File: config.mk
export PLATFORM = sky130hd
export DESIGN_NAME = keypad_poll_backlight_battery_unit
export DESIGN_NICKNAME = d
export VERILOG_FILES = /design/src/hdl/kpbb_pkg.sv /design/src/hdl/kpbb_cfg_regs.sv /design/src/hdl/kpbb_poll_core.sv /design/src/hdl/keypad_poll_backlight_battery_unit.sv
export VERILOG_INCLUDE_DIRS = /design/src /design/src/hdl
export SDC_FILE = /design/constraint.sdc
export NUM_CORES = 1
export LEC_CHECK = 0
export BUFFER_PORTS_ARGS = -buffer_cell sky130_fd_sc_hd__buf_2
export CORE_UTILIZATION = 50
export CTS_CLUSTER_DIAMETER = 120
export DETAILED_ROUTE_END_ITERATION = 16
export PLACE_DENSITY_LB_ADDON = 0.1
export REMOVE_ABC_BUFFERS = 1
export SYNTH_ARGS = -nofsm -noshare
export SYNTH_HDL_FRONTEND = slang
export SYNTH_SLANG_ARGS = --single-unit
File: constraint.sdc
create_clock -name i_clk -period 6.16 [get_ports i_clk]
set_input_delay 0.308 -clock i_clk [delete_from_list [all_inputs] [get_ports i_clk]]
set_output_delay 0.308 -clock i_clk [all_outputs]
set_load 0.005 [all_outputs]
File: src/hdl/keypad_poll_backlight_battery_unit_defines.svh
// assertion macros shared by the keypad poll unit
`ifndef KEYPAD_POLL_BACKLIGHT_BATTERY_UNIT_DEFINES_SVH
`define KEYPAD_POLL_BACKLIGHT_BATTERY_UNIT_DEFINES_SVH

// same-cycle implication, sampled on i_clk, off during reset
`define KPBB_ASSERT_SAME(lbl, ante, cons) \
    lbl: assert property (@(posedge i_clk) disable iff (!i_rst_n) (ante) |-> (cons)) \
        else $error("kpbb same-cycle check failed");

// next-cycle implication, sampled on i_clk, off during reset
`define KPBB_ASSERT_NEXT(lbl, ante, cons) \
    lbl: assert property (@(posedge i_clk) disable iff (!i_rst_n) (ante) |=> (cons)) \
        else $error("kpbb next-cycle check failed");

`endif

File: src/hdl/kpbb_pkg.sv
// shared types, constants and the key encoder for the keypad poll unit
`timescale 1ns / 1ps

package kpbb_pkg;

    localparam int unsigned DIV_W        = 10;
    localparam int unsigned TIME_W       = 32;
    localparam int unsigned LEVEL_W      = 10;
    localparam int unsigned KEY_W        = 3;
    localparam int unsigned CFG_IDX_W    = 2;
    localparam int unsigned CFG_DATA_W   = 32;
    localparam int unsigned IN_DATA_W    = 48;
    localparam int unsigned OUT_DATA_W   = 8;

    localparam logic [DIV_W-1:0] CHECK_DIVIDE = 10'd255;
    localparam logic [DIV_W-1:0] OUTER_RESET  = 10'h2FF;
    localparam logic [DIV_W-1:0] INNER_RESET  = 10'h0FF;

    localparam logic [TIME_W-1:0]  TIMEOUT_RESET  = 32'd10000;
    localparam logic [LEVEL_W-1:0] WARN_RESET     = 10'd600;
    localparam logic [LEVEL_W-1:0] CRITICAL_RESET = 10'd550;

    // register indexes on the configuration channel
    localparam logic [CFG_IDX_W-1:0] REG_TIMEOUT  = 2'd0;
    localparam logic [CFG_IDX_W-1:0] REG_WARN     = 2'd1;
    localparam logic [CFG_IDX_W-1:0] REG_CRITICAL = 2'd2;

    // key codes
    localparam logic [KEY_W-1:0] KEY_NONE  = 3'd0;
    localparam logic [KEY_W-1:0] KEY_UP    = 3'd1;
    localparam logic [KEY_W-1:0] KEY_SEL   = 3'd2;
    localparam logic [KEY_W-1:0] KEY_LEFT  = 3'd3;
    localparam logic [KEY_W-1:0] KEY_RIGHT = 3'd4;
    localparam logic [KEY_W-1:0] KEY_DN    = 3'd5;

    typedef struct packed {
        logic [TIME_W-1:0]  backlight_timeout_ms;
        logic [LEVEL_W-1:0] warn_level;
        logic [LEVEL_W-1:0] critical_level;
    } t_cfg;

    typedef struct packed {
        logic               up_n;
        logic               select_n;
        logic               left_n;
        logic               right_n;
        logic               down_n;
        logic [TIME_W-1:0]  now_ms;
        logic [LEVEL_W-1:0] battery_sample;
    } t_poll;

    typedef struct packed {
        logic [KEY_W-1:0] key_event;
        logic             backlight_on;
        logic             battery_critical;
        logic             show_low_banner;
        logic             show_normal_banner;
    } t_result;

    // priority encode of active-low buttons, up first
    function automatic logic [KEY_W-1:0] encode_key(input t_poll p);
        logic [KEY_W-1:0] k;
        if (!p.up_n) begin
            k = KEY_UP;
        end else if (!p.select_n) begin
            k = KEY_SEL;
        end else if (!p.left_n) begin
            k = KEY_LEFT;
        end else if (!p.right_n) begin
            k = KEY_RIGHT;
        end else if (!p.down_n) begin
            k = KEY_DN;
        end else begin
            k = KEY_NONE;
        end
        return k;
    endfunction

endpackage

File: src/hdl/kpbb_cfg_regs.sv
// configuration register file: timeout, warning and critical levels
`timescale 1ns / 1ps

module kpbb_cfg_regs (
    input  logic                               i_clk,
    input  logic                               i_rst_n,
    input  logic                               i_cfg_valid,
    input  logic [kpbb_pkg::CFG_IDX_W-1:0]     i_cfg_index,
    input  logic [kpbb_pkg::CFG_DATA_W-1:0]    i_cfg_data,
    output kpbb_pkg::t_cfg                     o_cfg
);

    kpbb_pkg::t_cfg r_cfg;
    kpbb_pkg::t_cfg n_cfg;

    always_comb begin
        n_cfg = r_cfg;
        if (i_cfg_valid) begin
            case (i_cfg_index)
                kpbb_pkg::REG_TIMEOUT: begin
                    n_cfg.backlight_timeout_ms = i_cfg_data;
                end
                kpbb_pkg::REG_WARN: begin
                    n_cfg.warn_level = i_cfg_data[kpbb_pkg::LEVEL_W-1:0];
                end
                kpbb_pkg::REG_CRITICAL: begin
                    n_cfg.critical_level = i_cfg_data[kpbb_pkg::LEVEL_W-1:0];
                end
                default: begin
                    n_cfg = r_cfg;
                end
            endcase
        end
    end

    always_ff @(posedge i_clk) begin
        if (!i_rst_n) begin
            r_cfg.backlight_timeout_ms <= kpbb_pkg::TIMEOUT_RESET;
            r_cfg.warn_level           <= kpbb_pkg::WARN_RESET;
            r_cfg.critical_level       <= kpbb_pkg::CRITICAL_RESET;
        end else begin
            r_cfg <= n_cfg;
        end
    end

    assign o_cfg = r_cfg;

endmodule

File: src/hdl/kpbb_poll_core.sv
// poll state and per-poll logic: key change, backlight timer, battery prescaler
`timescale 1ns / 1ps

module kpbb_poll_core (
    input  logic                i_clk,
    input  logic                i_rst_n,
    input  logic                i_fire,
    input  kpbb_pkg::t_poll     i_poll,
    input  kpbb_pkg::t_cfg      i_cfg,
    output kpbb_pkg::t_result   o_result
);

    logic [kpbb_pkg::KEY_W-1:0]  r_last_key,   n_last_key;
    logic [kpbb_pkg::TIME_W-1:0] r_press_time, n_press_time;
    logic                        r_backlight,  n_backlight;
    logic [kpbb_pkg::DIV_W-1:0]  r_poll_div,   n_poll_div;
    logic [kpbb_pkg::DIV_W-1:0]  r_check_div,  n_check_div;
    logic                        r_low_batt,   n_low_batt;

    logic [kpbb_pkg::KEY_W-1:0]  key;
    logic [kpbb_pkg::TIME_W-1:0] elapsed;
    logic [kpbb_pkg::DIV_W-1:0]  poll_inc;
    logic [kpbb_pkg::DIV_W-1:0]  check_inc;
    logic                        check_now;

    always_comb begin
        key        = kpbb_pkg::encode_key(i_poll);
        elapsed    = i_poll.now_ms - r_press_time;
        poll_inc   = r_poll_div + 1'b1;
        check_inc  = r_check_div + 1'b1;
        check_now  = 1'b0;

        n_last_key   = key;
        n_press_time = r_press_time;
        n_poll_div   = poll_inc;
        n_check_div  = r_check_div;
        n_low_batt   = r_low_batt;

        o_result = '0;

        n_backlight = (elapsed >= i_cfg.backlight_timeout_ms) ? 1'b0 : r_backlight;
        if (key != kpbb_pkg::KEY_NONE) begin
            n_press_time = i_poll.now_ms;
            n_backlight  = 1'b1;
        end

        // two-level prescaler, inner stage advances only on outer carry
        if (poll_inc >= kpbb_pkg::CHECK_DIVIDE) begin
            n_poll_div  = '0;
            n_check_div = check_inc;
            if (check_inc >= kpbb_pkg::CHECK_DIVIDE) begin
                n_check_div = '0;
                check_now   = 1'b1;
            end
        end

        // critical wins over warning whatever the level order
        if (check_now) begin
            if (i_poll.battery_sample <= i_cfg.critical_level) begin
                o_result.battery_critical = 1'b1;
            end else if (i_poll.battery_sample <= i_cfg.warn_level) begin
                if (!r_low_batt) begin
                    o_result.show_low_banner = 1'b1;
                    n_low_batt               = 1'b1;
                end
            end else if (r_low_batt) begin
                o_result.show_normal_banner = 1'b1;
                n_low_batt                  = 1'b0;
            end
        end

        o_result.key_event    = (key != r_last_key) ? key : kpbb_pkg::KEY_NONE;
        o_result.backlight_on = n_backlight;
    end

    always_ff @(posedge i_clk) begin
        if (!i_rst_n) begin
            r_last_key   <= kpbb_pkg::KEY_NONE;
            r_press_time <= '0;
            r_backlight  <= 1'b0;
            r_poll_div   <= kpbb_pkg::OUTER_RESET;
            r_check_div  <= kpbb_pkg::INNER_RESET;
            r_low_batt   <= 1'b0;
        end else if (i_fire) begin
            r_last_key   <= n_last_key;
            r_press_time <= n_press_time;
            r_backlight  <= n_backlight;
            r_poll_div   <= n_poll_div;
            r_check_div  <= n_check_div;
            r_low_batt   <= n_low_batt;
        end
    end

endmodule

File: src/hdl/keypad_poll_backlight_battery_unit.sv
// top level: input register, poll core, result register, configuration port
//
//  channel   | direction | handshake                  | payload
//  ----------+-----------+----------------------------+---------------------------------
//  s (poll)  | in        | i_s_tvalid / o_s_tready    | i_s_tdata, 48 bits
//  m (event) | out       | o_m_tvalid / i_m_tready    | o_m_tdata, 8 bits
//  cfg       | in        | i_cfg_valid / o_cfg_ready  | i_cfg_index, i_cfg_data
//
// one poll per cycle sustained while the output is not stalled; a poll's result is on
// o_m_tdata in the cycle after the one in which the poll leaves the input register
// the poll state is one register set updated in the cycle a poll moves to the result register
// i_rst_n is synchronous: it empties both registers and reloads state and configuration
// a stall on the output holds the result, then the input register, then o_s_tready drops
// configuration writes are always taken
`timescale 1ns / 1ps
`include "keypad_poll_backlight_battery_unit_defines.svh"

module keypad_poll_backlight_battery_unit (
    input  logic                                i_clk,
    input  logic                                i_rst_n,
    input  logic                                i_s_tvalid,
    output logic                                o_s_tready,
    // [0] up_n, [1] select_n, [2] left_n, [3] right_n, [4] down_n,
    // [36:5] now_ms, [46:37] battery_sample, [47] zero
    input  logic [kpbb_pkg::IN_DATA_W-1:0]      i_s_tdata,
    output logic                                o_m_tvalid,
    input  logic                                i_m_tready,
    // [2:0] key_event, [3] backlight_on, [4] battery_critical,
    // [5] show_low_banner, [6] show_normal_banner, [7] zero
    output logic [kpbb_pkg::OUT_DATA_W-1:0]     o_m_tdata,
    input  logic                                i_cfg_valid,
    output logic                                o_cfg_ready,
    input  logic [kpbb_pkg::CFG_IDX_W-1:0]      i_cfg_index,
    input  logic [kpbb_pkg::CFG_DATA_W-1:0]     i_cfg_data
);

    logic                                   r_in_valid;
    logic [kpbb_pkg::IN_DATA_W-1:0]         r_in_data;
    logic                                   r_out_valid;
    logic [kpbb_pkg::OUT_DATA_W-1:0]        r_out_data;

    logic              advance;
    logic              in_take;
    kpbb_pkg::t_poll   poll;
    kpbb_pkg::t_cfg    cfg;
    kpbb_pkg::t_result result;

    assign advance    = r_in_valid && (!r_out_valid || i_m_tready);
    assign o_s_tready = !r_in_valid || advance;
    assign in_take    = i_s_tvalid && o_s_tready;

    always_comb begin
        poll.up_n           = r_in_data[0];
        poll.select_n       = r_in_data[1];
        poll.left_n         = r_in_data[2];
        poll.right_n        = r_in_data[3];
        poll.down_n         = r_in_data[4];
        poll.now_ms         = r_in_data[36:5];
        poll.battery_sample = r_in_data[46:37];
    end

    kpbb_cfg_regs u_cfg (
        .i_clk       (i_clk),
        .i_rst_n     (i_rst_n),
        .i_cfg_valid (i_cfg_valid),
        .i_cfg_index (i_cfg_index),
        .i_cfg_data  (i_cfg_data),
        .o_cfg       (cfg)
    );

    kpbb_poll_core u_core (
        .i_clk    (i_clk),
        .i_rst_n  (i_rst_n),
        .i_fire   (advance),
        .i_poll   (poll),
        .i_cfg    (cfg),
        .o_result (result)
    );

    always_ff @(posedge i_clk) begin
        if (!i_rst_n) begin
            r_in_valid <= 1'b0;
        end else if (in_take) begin
            r_in_valid <= 1'b1;
        end else if (advance) begin
            r_in_valid <= 1'b0;
        end
    end

    always_ff @(posedge i_clk) begin
        if (in_take) begin
            r_in_data <= i_s_tdata;
        end
    end

    always_ff @(posedge i_clk) begin
        if (!i_rst_n) begin
            r_out_valid <= 1'b0;
        end else if (advance) begin
            r_out_valid <= 1'b1;
        end else if (i_m_tready) begin
            r_out_valid <= 1'b0;
        end
    end

    always_ff @(posedge i_clk) begin
        if (advance) begin
            r_out_data <= {1'b0, result.show_normal_banner, result.show_low_banner,
                           result.battery_critical, result.backlight_on, result.key_event};
        end
    end

    assign o_m_tvalid  = r_out_valid;
    assign o_m_tdata   = r_out_data;
    assign o_cfg_ready = 1'b1;

    // a poll leaving the input register always lands in the result register
    `KPBB_ASSERT_NEXT(a_advance_fills_out, advance, r_out_valid)
    // a held poll is not dropped while the output is stalled
    `KPBB_ASSERT_NEXT(a_in_held, r_in_valid && !advance, r_in_valid)
    // a reported key implies the backlight came on in that poll
    `KPBB_ASSERT_SAME(a_key_lights, r_out_valid && (r_out_data[2:0] != kpbb_pkg::KEY_NONE),
                      r_out_data[3])
    // at most one battery outcome per check
    `KPBB_ASSERT_SAME(a_batt_onehot, r_out_valid, $onehot0(r_out_data[6:4]))

endmodule

# --- Word-level counts from Yosys, hierarchy flattened ---
# Index checks and enable logic that the tools add are counted.
# Widths: inputs -> output; s select.
classes:
  n_eq_ne: 3
  n_lt_le_gt_ge: 5
  n_reduce_logical: 18
  muxes: 19
  n_bitwise: 3
  n_addsub: 3
ops:
  columns: ["operator", "count"]
  rows:
  - ["$ge 32x32->1", 1]
  - ["$sub 32x32->32", 1]
  - ["$add 10x1->10 const B", 2]
  - ["$ge 10x8->1 const B", 2]
  - ["$le 10x10->1", 2]
  - ["$mux 10", 2]
  - ["$mux 3", 5]
  - ["$mux 1", 12]
  - ["$reduce_and 2->1", 5]
  - ["$reduce_or 3->1", 2]
  - ["$reduce_bool 2->1", 2]
  - ["$ne 3x3->1", 1]
  - ["$not 1->1", 3]
  - ["$reduce_and 3->1", 1]
  - ["$reduce_bool 3->1", 1]
  - ["$eq 2x1->1 const B", 1]
  - ["$eq 2x2->1 const B", 1]
  - ["$logic_and 1x1->1", 2]
  - ["$logic_not 1->1", 2]
  - ["$logic_not 2->1", 1]
  - ["$logic_or 1x1->1", 2]
totals:
  out_inout_bits: 11
  elab_cells: 68
  ff_bits: 165

# --- Logic depth before layout (Yosys ltp) ---
# Gate-level depths: netlist (run 1).
depth:
  depth_word: 7
  depth_mapped: 20

# --- Hierarchy ---
# Synthesis (run 1) repeated with hierarchy kept, for this count alone.
unflattened:
  hier_cells: 1084
  area_unflattened_um2: 9660.5
by_module_without_submodules:
  columns: ["mod", "n_inst", "area_each_um2", "cells_per_inst"]
  rows:
  - ["kpbb_poll_core", 1, 5808.1, 801]
  - ["kpbb_cfg_regs", 1, 2104.5, 216]
  - ["keypad_poll_backlight_battery_unit", 1, 1747.9, 67]

# --- Least setup slack after synthesis (run 1) ---
# No wires, ideal clock.
synth_timing:
  path_type: "reg-to-reg"
  startpoint: "register r_in_data[5] (netlist name)"
  endpoint: "register r_out_data, in the netlist o_m_tdata[3] (data pin)"
  slack_ns: 2.387
  path_buffers: 0
  period_less_slack_ns: 3.773
  t_arrival_ns: 3.511
  setup_time_ns: 0.262
  stages_incl_launch_ff: 19
  path_cell_list: "edfxtp_1 > inv_1 > ha_1 > inv_1 > fa_1 > a21oi_1 > o21ai_0 > a21oi_1 > o21ai_1 > a31o_2 > a21o_1 > a21oi_1 > xnor2_1 > ha_1 > nand4_1 > a2111oi_0 > a211oi_1 > o31ai_1 > nand2_1"
synth_between:
  elab_chain_len: 4
synth_lines:
  columns: ["item", "line_no", "source"]
  rows:
  - ["start, declared", "keypad_poll_backlight_battery_unit.sv:38", "logic [kpbb_pkg::IN_DATA_W-1:0] r_in_data;"]
  - ["start signal, assigned", "keypad_poll_backlight_battery_unit.sv:92", "r_in_data <= i_s_tdata;"]
  - ["$sub 32x32->32", "kpbb_poll_core.sv:28", "elapsed = i_poll.now_ms - r_press_time;"]
  - ["$ge 32x32->1", "kpbb_poll_core.sv:41", "n_backlight = (elapsed >= i_cfg.backlight_timeout_ms) ? 1'b0 : r_backlight;"]
  - ["$mux 1", "kpbb_poll_core.sv:41", null]
  - ["$mux 1", "kpbb_poll_core.sv:42", "if (key != kpbb_pkg::KEY_NONE) begin"]
  - ["via u_core.n_backlight", "kpbb_poll_core.sv:15", "logic r_backlight, n_backlight;"]
  - ["end signal, assigned", "keypad_poll_backlight_battery_unit.sv:108", "r_out_data <= {1'b0, result.show_normal_banner, result.show_low_banner,"]
  - ["end, declared", "keypad_poll_backlight_battery_unit.sv:40", "logic [kpbb_pkg::OUT_DATA_W-1:0] r_out_data;"]
# The timed path passes the listed nets, and every way through them passes these cells.
# A chain may end at the register's enable or synchronous reset.

# --- Worst setup path after layout (run 1) ---
# Ends and elaborated chain as after synthesis.

==> key figures, run 1 <==
Synthesis
  • Post-synth top area cell: dfxtp_1
  • Post-synth top flop: dfxtp_1
  • #FFs+latches synth: 165
  • Ys async rst share: 0
  • Cells after synthesis: 1039
  • Post-synthesis area per instance: 8.74 µm²
  • Synth top area cells: dfxtp_1 (24%), edfxtp_1 (18%), ha_1 (12%)
  • Yosys Warn Count: 0
  • Synth top area share: 0.245
  • Yosys cell types: 67
  • Number of synthesized flops with an enable pin: 54
  • Seq/Total Area, Yosys: 0.423
  • Mapped Area: 9080 µm²

Finish
  • Nets: 1285
  • P&R area growth vs syn: 13.3%
  • Share of cells above drive strength 1: 0.129
  • Antenna diodes: 0
  • Final Util: 0.587
  • Commonest non-fill, non-tap cells in the layout: nand2_1 (198), a21oi_1 (116), dfxtp_1 (111)
  • Most common cell after layout, fill and taps aside: nand2_1
  • Multi-input logic area: 4680 µm²
  • Fillers: 1623
  • Sequential Area: 3840 µm²

Global routing
  • Vias in the first global route: 6563
  • GRT Resource Usage Total: 0.218
  • Initial antenna violation count: 0
  • First-pass GRT wire length: 31800 µm
  • Largest net degree at the start of global routing: 45
  • Global route overflow: 0

CTS
  • CTS Hold Bufs: 0
  • Worst-Skew Late Latency: 0.42 ns
  • Clock Tree Buf Depth: 2
  • Root Buffer: clkbuf_16
  • # clock sinks: 165
  • Cells resized by post-CTS repair: 0
  • H-Tree Depth: 4
  • CTS tree: done
  • Clock Pin Slew Worst Setup and Hold Paths: 0.07 ns
  • CTS buffer count: 17
  • Setup Buffers After CTS: 0

Floorplan
  • Total core area: 17500 µm²
  • Num ports: 98
  • Die Height: 137 µm
  • Initial core utilization: 0.518
  • # rows: 48
  • DIE WIDTH: 137 µm
  • Die ar.: 18700 µm²

Critical path
  • Start of the worst register-to-register path: r_in_data[5]
  • R2R Path End: o_m_tdata[3]
  • Critical path class: flop to flop
  • Depth of the most critical reg-to-reg path: 18
  • Startpoint Class: flop
  • Flop-to-flop setup slack: 1.77 ns
  • Crit path capture type: flop
  • Worst EP arrival: 4.56 ns
  • Crit path max fanout: 4
  • CP Data Required Time: 6.33 ns

Timing
  • Slew HR: 0.535
  • Period utilisation layout: 0.713
  • Final setup viols: 0
  • TNS Setup: 0 ns
  • Max-slew violations: 0
  • Max Clock Freq: 228 MHz
  • RSZ-0062 raised after global routing: false
  • Skew final: 0.00796 ns
  • Final hold viol count: 0
  • Minimum clock period: 4.39 ns
  • Worst Tran Pin Value: 0.696 ns

Placed design
  • Gpl congestion: 0.931
  • Detailed Place HPWL: 13900 µm
  • Port buffer count: 94

Worst hold path
  • Hold path depth: 1
  • WHS Endpoint: r_in_data[31]
  • HP Start: i_s_tdata[31]
  • HP Class: primary input to flop

Drt
  • DRC viols: 0
  • DR WL/cell: 14.2 µm
  • ANT nets after route: 0
  • Router iterations before antenna repair: 5
  • Initial DRC count: 341
  • DRT Wirelength: 19200 µm
  • Routed vias: 7168
  • Via density: 5.32

Run status
  • Status: complete, no violations

Power and ir drop
  • Leakage: 4.24 nW
  • Pwr dens: 280 nW/µm²
  • Peak supply drop: 202 µV

Flow run
  • Max Cap Viol: 0
cells in the mapped netlist, types with 4 or more instances:
cell type and number:
nand2_1 198, a21oi_1 116, dfxtp_1 111, inv_1 95
ha_1 87, edfxtp_1 54, nor2_1 41, clkbuf_1 38
a21o_1 36, o21ai_0 31, xnor2_1 23, nand3_1 21
o211ai_1 20, nand4_1 17, xor2_1 14, a31oi_1 10
nor2b_1 9, o311ai_1 9, nand2b_1 8, and3_1 7
and2_1 6, o21ai_1 6, a211oi_1 5, nor3_1 5
a2111oi_0 4, o21a_1 4
metrics by stage:
| step | hold WS (ns) | std cells | cell area [µm²] | setup WS [ns] | power (W) |
|---|---|---|---|---|---|
| 2_1_floorplan | 0.370 | 992 | 8870 | 2.39 | 0.00164 |
| 5_1_grt | 0.0283 | 1348 | 10300 | 1.32 | 0.00304 |
| 3_3_place_gp | 0.441 | 1316 | 9670 | 1.89 | 0.00177 |
| 6_report | 0.0528 | 1348 | 10300 | 1.77 | 0.00288 |
| 3_5_place_dp | 0.446 | 1316 | 9670 | 1.78 | 0.00178 |
| 4_1_cts | 0.0356 | 1348 | 10300 | 1.77 | 0.00291 |
per-layer routing:
| metal | vias up | GRT usage | share of wire |
|---|---|---|---|
| met1 | 3285 | 0.294 | 0.50 |
| met2 | 120 | 0.354 | 0.46 |
| li1 | 3747 | - | - |
| met5 | - | 0 | 0 |
| met3 | 16 | 0.0441 | 0.037 |
| met4 | 0 | 0.0556 | 0.0094 |
registers in the layout, summed over array words and instances, names as in the netlist:
register and count:
r_in_data 47, u_core.r_last_key 3, o_m_tvalid 1, u_cfg.o_cfg 52
o_m_tdata 7, u_core.r_press_time 32, u_core.r_check_div 10, u_core.r_poll_div 10
u_core.r_backlight 1, r_in_valid 1, u_core.r_low_batt 1
critical path: stages (launching register included):
cell       delay, ns
edfxtp_1        0.38
inv_1           0.07
ha_1            0.17
inv_1           0.06
fa_1            0.40
a21oi_1         0.19
o21ai_0         0.17
a21oi_1         0.28
o21ai_1         0.18
a31o_2          0.31
a21o_1          0.18
a21oi_1         0.17
xnor2_1         0.09
ha_1            0.30
nand4_1         0.13
a2111oi_0       0.42
a211oi_1        0.18
o31ai_1         0.37
nand2_1         0.09
cell families after synthesis:
logic type / count (synthesis) / share of synthesized area
buffers and inverters: 143 / 0.0628
AOI/OAI and AO/OA: 268 / 0.187
adders and majority gates: 88 / 0.122
DFF: 165 / 0.423
and+or+nand+nor: 334 / 0.166
muxes: 2 / 0.00234
xor gates and xnor gates: 37 / 0.0357
other: 2 / 0.000827
worst max path at each step:
stage / from / cells after the start / endpoint / slack (ns)
after global placement: r_in_data[5] / 18 / o_m_tdata[3] / 1.89
after CTS: r_in_data[5] / 18 / o_m_tdata[3] / 1.77
after floorplan: r_in_data[5] / 18 / o_m_tdata[3] / 2.39
after global routing: r_in_data[5] / 18 / o_m_tdata[3] / 1.32
after detailed placement: r_in_data[5] / 18 / o_m_tdata[3] / 1.78
final: r_in_data[5] / 18 / o_m_tdata[3] / 1.77
where the power goes:
part           internal [W]  total (W)  switching, W  leakage (nW)
Sequential          0.00118    0.00122     0.0000395          1.43
Clock              0.000681    0.00112      0.000438         0.284
Combinational      0.000235   0.000540      0.000305          2.53
layout make-up:
class                   count  share of cell area
flip-flops and latches    165               0.373
inverters                  96              0.0350
clock inverters            11              0.0171
well taps                 225              0.0274
multi-input cells         731               0.455
clock buffers              21              0.0428
repair buffers             99              0.0494
Power figures use the tool's default switching activity.
==> run 2: changes to the inputs <==
Clock period 6.16 ns to 4.4 ns, I/O delays scaled along.
==> run 2 against run 1 <==
Against the previous run: clock skew shrank 0.0011 ns; global-route usage grew 0.68 points; die area is the same; register-to-register slack lost 1.4 ns; non-clock buffer count grew 48; critical path type unchanged; critical endpoint is now u_core.r_backlight.
==> key figures, run 2 (same netlist as run 1, synthesis figures left out) <==
Run status
  • Status: complete, no violations

Power and ir drop
  • Leakage: 4.47 nW
  • Logic pwr share: 0.193
  • Reg power frac: 0.412
  • Internal power: 0.00304 W
  • Clock power share: 0.395
  • Sw Ratio: 0.269
  • Pwr dens: 384 nW/µm²
  • Total Power: 0.00416 W
  • Sw power: 0.00112 W
  • Peak supply drop: 308 µV

CTS
  • Worst-Skew Late Latency: 0.43 ns
  • H-Tree Depth: 4
  • Clock Pin Slew Worst Setup and Hold Paths: 0.07 ns
  • Clock Tree Buf Depth: 2
  • # clock sinks: 165
  • CTS tree: done
  • CTS buffer count: 17
  • Root Buffer: clkbuf_16

Floorplan
  • DIE WIDTH: 137 µm
  • Die Height: 137 µm
  • Die ar.: 18700 µm²
  • Num ports: 98
  • # rows: 48
  • Initial core utilization: 0.518
  • Total core area: 17500 µm²

Timing
  • TNS Setup: 0 ns
  • Max Clock Freq: 247 MHz
  • Final hold viol count: 0
  • Final setup viols: 0
  • Minimum clock period: 4.05 ns
  • Worst Tran Pin Value: 0.881 ns
  • PnR worst setup slack: 0.353 ns
  • Skew final: 0.00684 ns
  • Period utilisation layout: 0.920
  • Max-slew violations: 0
  • RSZ-0062 raised after global routing: false
  • Slew HR: 0.412

Critical path
  • Startpoint Class: flop
  • Critical path class: flop to flop
  • Worst EP arrival: 4.40 ns
  • Crit. Startpoint: r_in_data[6]
  • Crit path max fanout: 3
  • Start of the worst register-to-register path: r_in_data[6]
  • Crit path capture type: flop
  • CP Data Required Time: 4.75 ns

Drt
  • ANT nets after route: 0
  • DRC viols: 0
  • Routed vias: 7443
  • Initial DRC count: 372
  • Via density: 5.33
  • Router iterations before antenna repair: 5
  • DRT Wirelength: 20100 µm
  • DR WL/cell: 14.4 µm

Finish
  • Post-route cell area: 10800 µm²
  • Commonest non-fill, non-tap cells in the layout: nand2_1 (198), a21oi_1 (115), dfxtp_1 (111)
  • Final Util: 0.616
  • Most common cell after layout, fill and taps aside: nand2_1
  • Share of cells above drive strength 1: 0.129
  • Largest register FFs: 52
  • Nets: 1333
  • P&R area growth vs syn: 19.0%
  • Antenna diodes: 0

Placed design
  • Place WS: 0.103 ns
  • Gpl congestion: 0.932
  • Placed Instance Area: 9680 µm²
  • Port buffer count: 94
  • Detailed Place HPWL: 14200 µm

Worst hold path
  • HP Class: primary input to flop
  • HP Start: i_s_tvalid

Global routing
  • GRT Resource Usage Total: 0.224
  • Largest net degree at the start of global routing: 49
  • First-pass GRT wire length: 32700 µm
  • Initial antenna violation count: 0
  • Global route overflow: 0
  • Vias in the first global route: 6844

Flow run
  • Max Cap Viol: 0
-- run 2: cell types whose count changed in the layout (fill, tap and decap cells not counted), moves of 2 or more --
cell | previous run | this run
dlygate4sd3_1 | 0 | 46
clkbuf_1 | 4 | 1
buf_4 | 5 | 7
clkinv_1 | 0 | 2
clkinvlp_4 | 4 | 2
-- run 2: final timing paths --
check | endpoint | slack [ns] | cells past startpoint
worst min register to register | u_cfg.o_cfg[36] | 0.45 | 2
worst max-delay path | u_core.r_backlight | 0.35 | 17
worst max register to register | u_core.r_backlight | 0.35 | 17
worst min-delay path | r_in_valid | 0.01 | 3
-- run 2: metrics by stage --
step / std cells / hold WS, ns
after global placement: 1317 / 0.396
after CTS: 1395 / 0.00292
after floorplan: 992 / 0.282
after detailed placement: 1317 / 0.398
after global routing: 1396 / 0.000210
final: 1396 / 0.0145
-- run 2: repair_timing --
| action | 4_1_cts | 5_1_grt |
|---|---|---|
| gates resized for setup | 0 | 6 |
| hold buffers | 46 | 0 |
| buffers inserted | 0 | 1 |
| endpoints found under the hold margin | 46 | 0 |
| endpoints found under the setup margin | 0 | 2 |
-- run 2: area by class of cell --
class,count,area [µm²]
fill,1562,6730
multi-input combinational,731,4690
sequential,165,3840
timing repair buffer,147,983
clock buffer,19,443
inverter,96,360
tap,225,282
clock inverter,13,204
-- run 2: worst max-delay path, cell delays in order (launching register included) --
cell	delay [ns]
edfxtp_1	0.44
ha_1	0.30
nor2b_1	0.17
o2111a_1	0.22
nor3_2	0.06
o21ai_1	0.29
a221oi_2	0.14
o41ai_2	0.55
a41oi_1	0.21
xnor2_1	0.16
ha_1	0.29
a21o_1	0.18
a21o_1	0.17
a21oi_1	0.15
nor2_1	0.05
nor4bb_1	0.26
o31ai_1	0.14
a31oi_1	0.19
-- run 2: metal layers --
layer,share of wire,track usage,vias to the layer above
met5,0,0,-
met4,0.015,0.0726,0
met3,0.038,0.0393,26
met2,0.47,0.377,163
met1,0.48,0.291,3411
li1,-,-,3843
-- run 2: power by group through the flow --
stage	Combinational (W)	Sequential, W	Clock [W]
2_1_floorplan	0.000562	0.00173	0
3_3_place_gp	0.000744	0.00174	0
3_5_place_dp	0.000757	0.00174	0
4_1_cts	0.000798	0.00171	0.00167
5_1_grt	0.000905	0.00172	0.00173
6_report	0.000802	0.00171	0.00164
==> run 3: changes to the inputs <==
Settings changed: PLACE_DENSITY set to 0.7, PLACE_DENSITY_LB_ADDON 0.1 to unset.
==> run 3 against run 2 <==
Against the previous run: first-iteration DRC count grew 17%; die area unchanged; worst hold slack better by 0.0079 ns; maximum frequency decreased by 0.41%; clock skew rose by 0.0056 ns; register-to-register slack lost 0.02 ns; design area decreased by 0.79%; via count up 1.0%; sequential power is essentially flat; largest power group unchanged.
==> key figures, run 3 (same netlist as run 1, synthesis figures left out) <==
Run status
  • Status: complete, no violations

CTS
  • # clock sinks: 165
  • Root Buffer: clkbuf_16
  • CTS buffer count: 17
  • Worst-Skew Late Latency: 0.43 ns
  • Clock Tree Buf Depth: 2
  • Clock Pin Slew Worst Setup and Hold Paths: 0.07 ns
  • H-Tree Depth: 4
  • CTS tree: done

Power and ir drop
  • Sw Ratio: 0.286
  • Peak supply drop: 287 µV
  • Sw power: 0.00113 W
  • Reg power frac: 0.435
  • Pwr dens: 367 nW/µm²
  • Total Power: 0.00394 W
  • Logic pwr share: 0.201
  • Leakage: 4.44 nW
  • Clock power share: 0.364
  • Internal power: 0.00281 W

Timing
  • Final hold viol count: 0
  • PnR worst setup slack: 0.336 ns
  • Worst Tran Pin Value: 0.732 ns
  • Slew HR: 0.511
  • Minimum clock period: 4.06 ns
  • Period utilisation layout: 0.924
  • Max Clock Freq: 246 MHz
  • RSZ-0062 raised after global routing: false
  • Max-slew violations: 0
  • Skew final: 0.0124 ns
  • TNS Setup: 0 ns
  • Final setup viols: 0

Finish
  • Commonest non-fill, non-tap cells in the layout: nand2_1 (198), a21oi_1 (115), dfxtp_1 (111)
  • Most common cell after layout, fill and taps aside: nand2_1
  • Antenna diodes: 0
  • Largest register FFs: 52
  • Fillers: 1528
  • Final Non-Filler Cells: 1396
  • P&R area growth vs syn: 18.1%
  • Nets: 1333
  • Share of cells above drive strength 1: 0.129

Placed design
  • Port buffer count: 94
  • Post-Place Cells: 1317
  • Detailed Place HPWL: 13800 µm
  • Gpl congestion: 0.863
  • Place WS: 0.182 ns

Floorplan
  • Die ar.: 18700 µm²
  • Die Height: 137 µm
  • Total core area: 17500 µm²
  • Num ports: 98
  • # rows: 48
  • DIE WIDTH: 137 µm
  • Initial core utilization: 0.518

Critical path
  • Worst EP arrival: 4.23 ns
  • Crit path buf inv count: 2
  • Crit path max-delay cell type: fa_1
  • Slowest cell delay on critical path: 0.40 ns
  • Crit path max fanout: 4
  • Critical path class: flop to flop
  • CP top delay family: compound AO/OA/AOI/OAI gates
  • CP Data Required Time: 4.56 ns
  • Startpoint Class: flop
  • Crit path capture type: flop
  • Crit path cell chain: inv_1 -> ha_1 -> inv_1 -> fa_1 -> a21oi_1 -> o21ai_1 -> a21oi_2 -> o21ai_2 -> a31o_2 -> a21o_1 -> a21oi_1 -> xnor2_1 -> ha_1 -> nand4_1 -> a2111oi_1 -> a211oi_1 -> o31ai_1 -> nand2_1
  • Flop-to-flop setup slack: 0.34 ns

Drt
  • DR WL/cell: 14.1 µm
  • Routed vias: 7519
  • Router iterations before antenna repair: 4
  • DRC viols: 0
  • ANT nets after route: 0
  • DRT Wirelength: 19700 µm
  • Initial DRC count: 435
  • Via density: 5.39

Worst hold path
  • HP Class: primary input to flop

Global routing
  • GRT Resource Usage Total: 0.222
  • Vias in the first global route: 6948
  • Global route overflow: 0
  • Initial antenna violation count: 0
  • Largest net degree at the start of global routing: 48
  • First-pass GRT wire length: 32500 µm

Flow run
  • Max Cap Viol: 0
run 3: cell count changes in the layout (fill, tap and decap cells not counted), sizes merged:
cell / previous run / this run
buf: 101 / 100
bufinv: 5 / 1
clkbuf: 19 / 18
clkinv: 5 / 6
dlygate4sd3: 46 / 47
inv: 97 / 101
run 3: final cells by class:
class                   count  area (µm²)  area share
repair buffers            147         986      0.0919
clock inverters            14         125      0.0117
multi-input cells         731        4690       0.437
flip-flops and latches    165        3840       0.358
clock buffers              18         439      0.0409
inverters                  96         360      0.0336
well taps                 225         282      0.0262
run 3: per-stage QoR:
stage                     cell area [µm²]   util  hold slack (ns)
after global placement               9680  0.552            0.397
after CTS                           10700  0.611           0.0103
after floorplan                      8870      -            0.282
after global routing                10700  0.612           0.0209
after detailed placement             9680  0.552            0.398
final                               10700  0.612           0.0224
run 3: tightest hold or removal path: stages:
cell and delay (ns):
buf_2 0.10, nand2_1 0.04, a21oi_1 0.05
run 3: path summary, 6_finish.rpt:
kind / start / to / depth (start not counted)
worst max-delay path: r_in_data[5] / o_m_tdata[3] / 18
worst min-delay path: i_cfg_data[14] / u_cfg.o_cfg[34] / 3
worst max register to register: r_in_data[5] / o_m_tdata[3] / 18
worst min register to register: u_cfg.o_cfg[35] / u_cfg.o_cfg[35] / 2
run 3: what timing repair did:
item | in CTS | in global routing
setup endpoints to repair | 0 | 2
setup buffers | 0 | 0
hold buffers | 47 | 0
gates resized for setup | 0 | 5
endpoints found under the hold margin | 47 | 0
run 3: power by group through the flow:
| stage | Sequential, W | Combinational (W) | Clock, W |
|---|---|---|---|
| after detailed placement | 0.00174 | 0.000752 | 0 |
| after global placement | 0.00174 | 0.000737 | 0 |
| after floorplan | 0.00173 | 0.000562 | 0 |
| after global routing | 0.00172 | 0.000903 | 0.00152 |
| after CTS | 0.00171 | 0.000791 | 0.00146 |
| final | 0.00171 | 0.000791 | 0.00143 |
run 3: per-layer routing:
layer,share of wire,global-route usage
met1,0.48,0.286
met2,0.47,0.378
met3,0.036,0.0422
met4,0.012,0.0635
met5,0,0
